**config.mk**
```make
export PLATFORM = sky130hd
export DESIGN_NAME = sorted_priority_queue_top
export DESIGN_NICKNAME = d
export VERILOG_FILES = /design/src/hdl/spq_pkg.sv /design/src/hdl/spq_cell.sv /design/src/hdl/sorted_priority_queue_top.sv
export SDC_FILE = /design/constraint.sdc
export NUM_CORES = 2
export LEC_CHECK = 0
export BUFFER_PORTS_ARGS = -buffer_cell sky130_fd_sc_hd__buf_2
export CAP_MARGIN = 10
export CORE_MARGIN = 2
export CORE_UTILIZATION = 45
export CTS_CLUSTER_DIAMETER = 80
export DETAILED_ROUTE_END_ITERATION = 7
export PLACE_DENSITY = 0.69
export SYNTH_ARGS = -nofsm -noshare
export SYNTH_HDL_FRONTEND = slang
export SYNTH_SLANG_ARGS = --single-unit
```
**constraint.sdc**
```tcl
create_clock -name clk -period 11.4 [get_ports clk]
set_input_delay 2.28 -clock clk [delete_from_list [all_inputs] [get_ports clk]]
set_output_delay 2.28 -clock clk [all_outputs]
set_load 0.02 [all_outputs]
```
**src/hdl/spq_pkg.sv**
```systemverilog
// Shared types and constants for the sorted priority queue.
// Used by spq_cell and sorted_priority_queue_top; no dependencies.
package spq_pkg;

  localparam int DEPTH      = 16;
  localparam int VALUE_BITS = 32;
  localparam int PRIO_BITS  = 8;
  localparam int CNT_BITS   = $clog2(DEPTH + 1);

  typedef enum logic {
    KIND_ENQ = 1'b0,
    KIND_DEQ = 1'b1
  } kind_t;

  typedef enum logic [1:0] {
    STAT_DONE  = 2'd0,
    STAT_EMPTY = 2'd1,
    STAT_FULL  = 2'd2
  } status_t;

  typedef struct packed {
    kind_t                 kind;
    logic [VALUE_BITS-1:0] item_value;
    logic [PRIO_BITS-1:0]  item_priority;
  } in_t;

  typedef struct packed {
    status_t               status;
    logic [VALUE_BITS-1:0] head_value;
    logic [PRIO_BITS-1:0]  head_priority;
    logic [CNT_BITS-1:0]   fill_count;
    logic                  now_empty;
  } out_t;

  // One stored entry
  typedef struct packed {
    logic [VALUE_BITS-1:0] value;
    logic [PRIO_BITS-1:0]  prio;
  } entry_t;

  // Broadcast from the top level to every cell
  typedef struct packed {
    logic   enq;
    logic   deq;
    entry_t ent;
  } cell_ctl_t;

endpackage

```
**src/hdl/spq_cell.sv**
```systemverilog
// One slot of the sorted cell row: holds an entry, compares it with the
// incoming priority and shifts toward its neighbors. Depends on spq_pkg.
module spq_cell
  import spq_pkg::*;
(
  input  logic      clk,
  input  cell_ctl_t ctl,
  input  logic      occ,
  input  logic      prev_lt,
  input  entry_t    prev_ent,
  input  entry_t    next_ent,
  output logic      lt,
  output entry_t    ent
);

  entry_t ent_r;
  entry_t ent_nxt;

  assign lt  = occ && (ent_r.prio < ctl.ent.prio);
  assign ent = ent_r;

  always_comb begin
    ent_nxt = ent_r;
    if (ctl.enq) begin
      // hold ahead of the insert point, take the new entry at it, shift behind it
      if (lt) begin
        ent_nxt = ent_r;
      end else if (prev_lt) begin
        ent_nxt = ctl.ent;
      end else begin
        ent_nxt = prev_ent;
      end
    end else if (ctl.deq) begin
      ent_nxt = next_ent;
    end
  end

  always_ff @(posedge clk) begin
    ent_r <= ent_nxt;
  end

endmodule

```
**src/hdl/sorted_priority_queue_top.sv**
```systemverilog
// Sorted priority queue: a row of DEPTH cells kept in priority order.
// The result is registered and valid in the cycle after the input transaction.
// Throughput: one transaction per cycle; every cell of the row updates
// together to insert or remove an entry. A held result stalls the input through in_ready.
// Reset clears the entry count and the output valid; cell contents are not
// cleared and are only read below the count. Depends on spq_pkg and spq_cell.
module sorted_priority_queue_top
  import spq_pkg::*;
(
  input  logic clk,
  input  logic rst_n,
  input  logic in_valid,
  output logic in_ready,
  input  in_t  in_data,
  output logic out_valid,
  input  logic out_ready,
  output out_t out_data
);

  localparam logic [CNT_BITS-1:0] FULL_CNT = CNT_BITS'(DEPTH);

  logic [CNT_BITS-1:0] count_r;
  logic [CNT_BITS-1:0] count_nxt;
  logic                out_valid_r;
  logic                out_valid_nxt;
  out_t                out_r;
  out_t                out_nxt;

  logic      acc;
  logic      is_full;
  logic      is_empty;
  cell_ctl_t ctl;

  logic   lt_c [0:DEPTH];
  entry_t ent_c [0:DEPTH-1];

  assign in_ready  = !out_valid_r || out_ready;
  assign acc       = in_valid && in_ready;
  assign is_full   = (count_r == FULL_CNT);
  assign is_empty  = (count_r == '0);
  assign out_valid = out_valid_r;
  assign out_data  = out_r;

  assign lt_c[0] = 1'b1;

  for (genvar i = 0; i < DEPTH; i++) begin : g_cell
    localparam logic [CNT_BITS-1:0] IDX = CNT_BITS'(i);
    entry_t prev_ent;
    entry_t next_ent;

    if (i == 0) begin : g_first
      assign prev_ent = ctl.ent;
    end else begin : g_mid
      assign prev_ent = ent_c[i-1];
    end

    if (i == DEPTH - 1) begin : g_last
      assign next_ent = ent_c[i];
    end else begin : g_body
      assign next_ent = ent_c[i+1];
    end

    spq_cell u_cell (
      .clk      (clk),
      .ctl      (ctl),
      .occ      (IDX < count_r),
      .prev_lt  (lt_c[i]),
      .prev_ent (prev_ent),
      .next_ent (next_ent),
      .lt       (lt_c[i+1]),
      .ent      (ent_c[i])
    );
  end

  always_comb begin
    ctl.enq       = 1'b0;
    ctl.deq       = 1'b0;
    ctl.ent.value = in_data.item_value;
    ctl.ent.prio  = in_data.item_priority;
    count_nxt     = count_r;
    out_nxt       = out_r;
    out_valid_nxt = out_valid_r;

    if (out_ready) begin
      out_valid_nxt = 1'b0;
    end

    if (acc) begin
      out_valid_nxt         = 1'b1;
      out_nxt.status        = STAT_DONE;
      out_nxt.head_value    = '0;
      out_nxt.head_priority = '0;
      if (in_data.kind == KIND_ENQ) begin
        if (is_full) begin
          out_nxt.status = STAT_FULL;
        end else begin
          ctl.enq   = 1'b1;
          count_nxt = count_r + 1'b1;
        end
      end else begin
        if (is_empty) begin
          out_nxt.status = STAT_EMPTY;
        end else begin
          ctl.deq               = 1'b1;
          count_nxt             = count_r - 1'b1;
          out_nxt.head_value    = ent_c[0].value;
          out_nxt.head_priority = ent_c[0].prio;
        end
      end
      out_nxt.fill_count = count_nxt;
      out_nxt.now_empty  = (count_nxt == '0);
    end
  end

  always_ff @(posedge clk) begin
    if (!rst_n) begin
      count_r     <= '0;
      out_valid_r <= 1'b0;
    end else begin
      count_r     <= count_nxt;
      out_valid_r <= out_valid_nxt;
    end
  end

  always_ff @(posedge clk) begin
    out_r <= out_nxt;
  end

  a_count_bound : assert property (@(posedge clk) disable iff (!rst_n)
    count_r <= FULL_CNT)
    else $error("entry count exceeds depth");

  a_enq_grows : assert property (@(posedge clk) disable iff (!rst_n)
    (acc && in_data.kind == KIND_ENQ && !is_full) |=> (count_r == $past(count_r) + 1'b1))
    else $error("accepted enqueue did not grow the count");

  a_full_count : assert property (@(posedge clk) disable iff (!rst_n)
    (out_valid_r && out_r.status == STAT_FULL) |-> (out_r.fill_count == FULL_CNT))
    else $error("full status with a count below depth");

  a_empty_flag : assert property (@(posedge clk) disable iff (!rst_n)
    out_valid_r |-> (out_r.now_empty == (out_r.fill_count == '0)))
    else $error("empty flag disagrees with the count");

endmodule
```
==> out/metrics.cfg <==
[grt]
grt_pass1_wl_microns = 213000
grt_overflow = 0
antenna_found_initial = 11
grt_max_degree = 201
grt_pass1_vias = 33424
grtUsageTotal_pct = 30.8

[place]
place_area_sq_mm = 0.0413
port_buffers = 94
place_congestion = 0.934
hpwl_microns = 81500
placedCellCount = 4667

[finish]
nets = 3748
layout-drive-gt1-share_pct = 10.8
fin_area_sq_mm = 0.0438
instances_no_fill = 4815
area_growth_pct = 9.34
utilization_pct = 49.6

[logic_synthesis]
synth-main-ff-cell = edfxtp_1
ys_warn_count = 0
synthXorXnorAreaFrac_pct = 0.109
synth_edf_count = 688
synth_async_sr_flop_share_pct = 0
yosysUniqueCellTypes = 64
synth-seq-cells = 694
syn-num-nets = 3913
synth-seq-area-share_pct = 51.9
synth_compound_area_share_pct = 19.4
syn-cell-area_sq_mm = 0.0401
yosys-mux-area-fraction_pct = 5.20
synth_fa_ha_area_share_pct = 3.62
synth_top_family_by_area = compound AO/OA/AOI/OAI gates
syn_inst = 3752
avgSynthCellArea_sq_um = 10.7
synth-simple-area-share_pct = 15.2

[power_and_ir_drop]
power_w = 0.00863
leakage_nw = 15.5
internal-power_w = 0.00558
p_switching_w = 0.00305
comb_power_share_pct = 26.7
clock_power_share_pct = 29.4
sw_frac_of_total_pct = 35.3
ir_drop_v = 0.000207
cellPowerDensity_mw_per_mm2 = 197
seq_power_share_pct = 43.9

[clock_network]
cts_hold_buf = 0
path_clk_slew_ns = 0.06
cts_resized = 0
cts_buffer_depth = 3
cts_sinks = 694
clock-root-buffer = clkbuf_16
post_cts_buffers = 0
cts_tree = done
insertion_delay_ns = 0.67
cts_buffers = 82
htreeDepth = 3

[sta]
period_share_pct = 54.9
worst_pin_slew_ns = 1.23
setup_tns_ns = 0
max_freq_ghz = 0.160
hold_viol_final = 0
slew_headroom_pct = 18.1
grt_setup_unrepaired = no
min_period_ns = 6.26
slew_viol_final = 0
setup_violations = 0
skew_ns = 0.0458

[critical_path]
startpoint_type = input pin
cp_max_fo = 29
worstSetupPathType = in2reg
regToRegSetupSlack_ns = 6.59
cp.required_ns = 11.68
critPathArrivalTime_ns = 6.54
cp-end-kind = flip-flop

[routing]
drt-initial-drc-count = 5377
via_per_inst = 7.18
wl_per_cell_microns = 29.9
via_count = 34568
drt-total-wl_microns = 144000
drtAntennaViolNets = 0
remaining_drc_errors = 1
dr.pass1.iters = 8

[die]
dieArea_sq_mm = 0.0914
row_count = 109
start_util_pct = 45.4
fp.dieW_microns = 302
io_pins = 95
core_area_sq_mm = 0.0882
die_height_microns = 302

[job]
drv_cap = 0

[outcome]
violations = DRC
status = finished with violations

[worst_hold_path]
hold_class = reg2reg

## cell usage after synthesis, types with 3 or more instances
cell,n,area share [%]
mux2i_1,162,4.0
buf_4,5,0.094
and4_1,10,0.22
edfxtp_1,688,52
o21ai_0,126,1.6
and3_1,41,0.64
xnor2_1,4,0.087
buf_1,18,0.17
a31oi_1,45,0.70
a221o_1,83,2.1
a21boi_0,3,0.056
o21ai_1,32,0.40
or3_1,80,1.2
nand2_1,254,2.4
nand4_1,207,3.2
nor2_1,233,2.2
a22oi_1,201,3.8
a2bb2oi_1,79,1.7
ha_1,116,3.6
o211ai_1,281,5.3
buf_6,10,0.28
and2_1,38,0.59
buf_2,81,1.0
a211oi_1,11,0.21
nand3_1,327,4.1
clkbuf_1,310,2.9
a211o_1,14,0.31
a21o_1,61,1.1
nor2b_1,6,0.094
inv_1,16,0.15
o221a_2,3,0.084
o21a_1,13,0.24
nor3_1,3,0.037
mux2_2,41,1.2
a21oi_1,98,1.2
dfxtp_1,6,0.30
nand2b_1,14,0.22
## area by class of cell
cell class	count	area [sq um]
fillers	7840	44400
flip-flops and latches	694	20800
multi-input cells	2617	17900
clock buffers	106	2200
well taps	1165	1460
repair buffers	175	1140
clock inverters	39	282
inverters	17	63.8
diodes	2	5.00
## per-layer routing
layer  GRT usage [%]  up-vias  wire (microns)  part of all wire (%)
li1                -    14481               -                     -
met3            8.12      552           19400                    13
met5               0        -              60                 0.042
met4            15.6       10            7760                   5.4
met2            45.3     2722           61900                    43
met1            41.9    16803           55000                    38
## stage by stage
stage                     hold slack (ns)  setup slack, ns
after floorplan                     0.518             4.42
after detailed placement            0.534             4.61
after CTS                           0.543             5.29
after global routing                0.553             5.08
after global placement              0.529             4.66
final                               0.549             5.14
## worst max-delay path, stage by stage
cell	delay, ns
buf_2	0.31
inv_1	0.46
ha_1	0.46
nand4_1	0.15
o311ai_4	0.90
buf_4	0.72
nand2_1	0.15
nand2_2	0.49
buf_4	0.50
## cells in the final DEF (no fill, tap or decap), types with 94 or more instances in the layout
master and n:
a21oi_1 98, a22oi_1 201, buf_2 94, edfxtp_1 688, ha_1 116, mux2i_1 162, nand2_1 252, nand3_1 327
nand4_1 207, nor2_1 229, o211ai_1 281, o21ai_0 113
## power by group through the flow
stage	logic [W]	registers (W)	clock network, W
final	0.00231	0.00379	0.00253
after global routing	0.00243	0.00383	0.00264
after CTS	0.00223	0.00377	0.00255
after detailed placement	0.00222	0.00382	0
after global placement	0.00217	0.00382	0
after floorplan	0.00147	0.00374	0
## logic make-up after synthesis
family / count (synthesis)
simple gates: 1223
compound gates: 1070
flops: 694
buf+inv: 441
mux: 203
fa+ha+maj: 116
xor+xnor: 5
## sequential cells by signal, indices dropped and copies added (netlist names)
name,cells
out_data,48
out_valid,1
count_r,5
g_cell.u_cell.ent,640
## final timing paths
path	depth (start not counted)	endpoint	start
min	1	g_cell[0].u_cell.ent[18]	g_cell[1].u_cell.ent[18]
min reg2reg	1	g_cell[0].u_cell.ent[18]	g_cell[1].u_cell.ent[18]
max	9	g_cell[2].u_cell.ent[4]	in_data[7]
max reg2reg	8	g_cell[12].u_cell.ent[24]	count_r[1]
(Power assumes the default switching activity.)
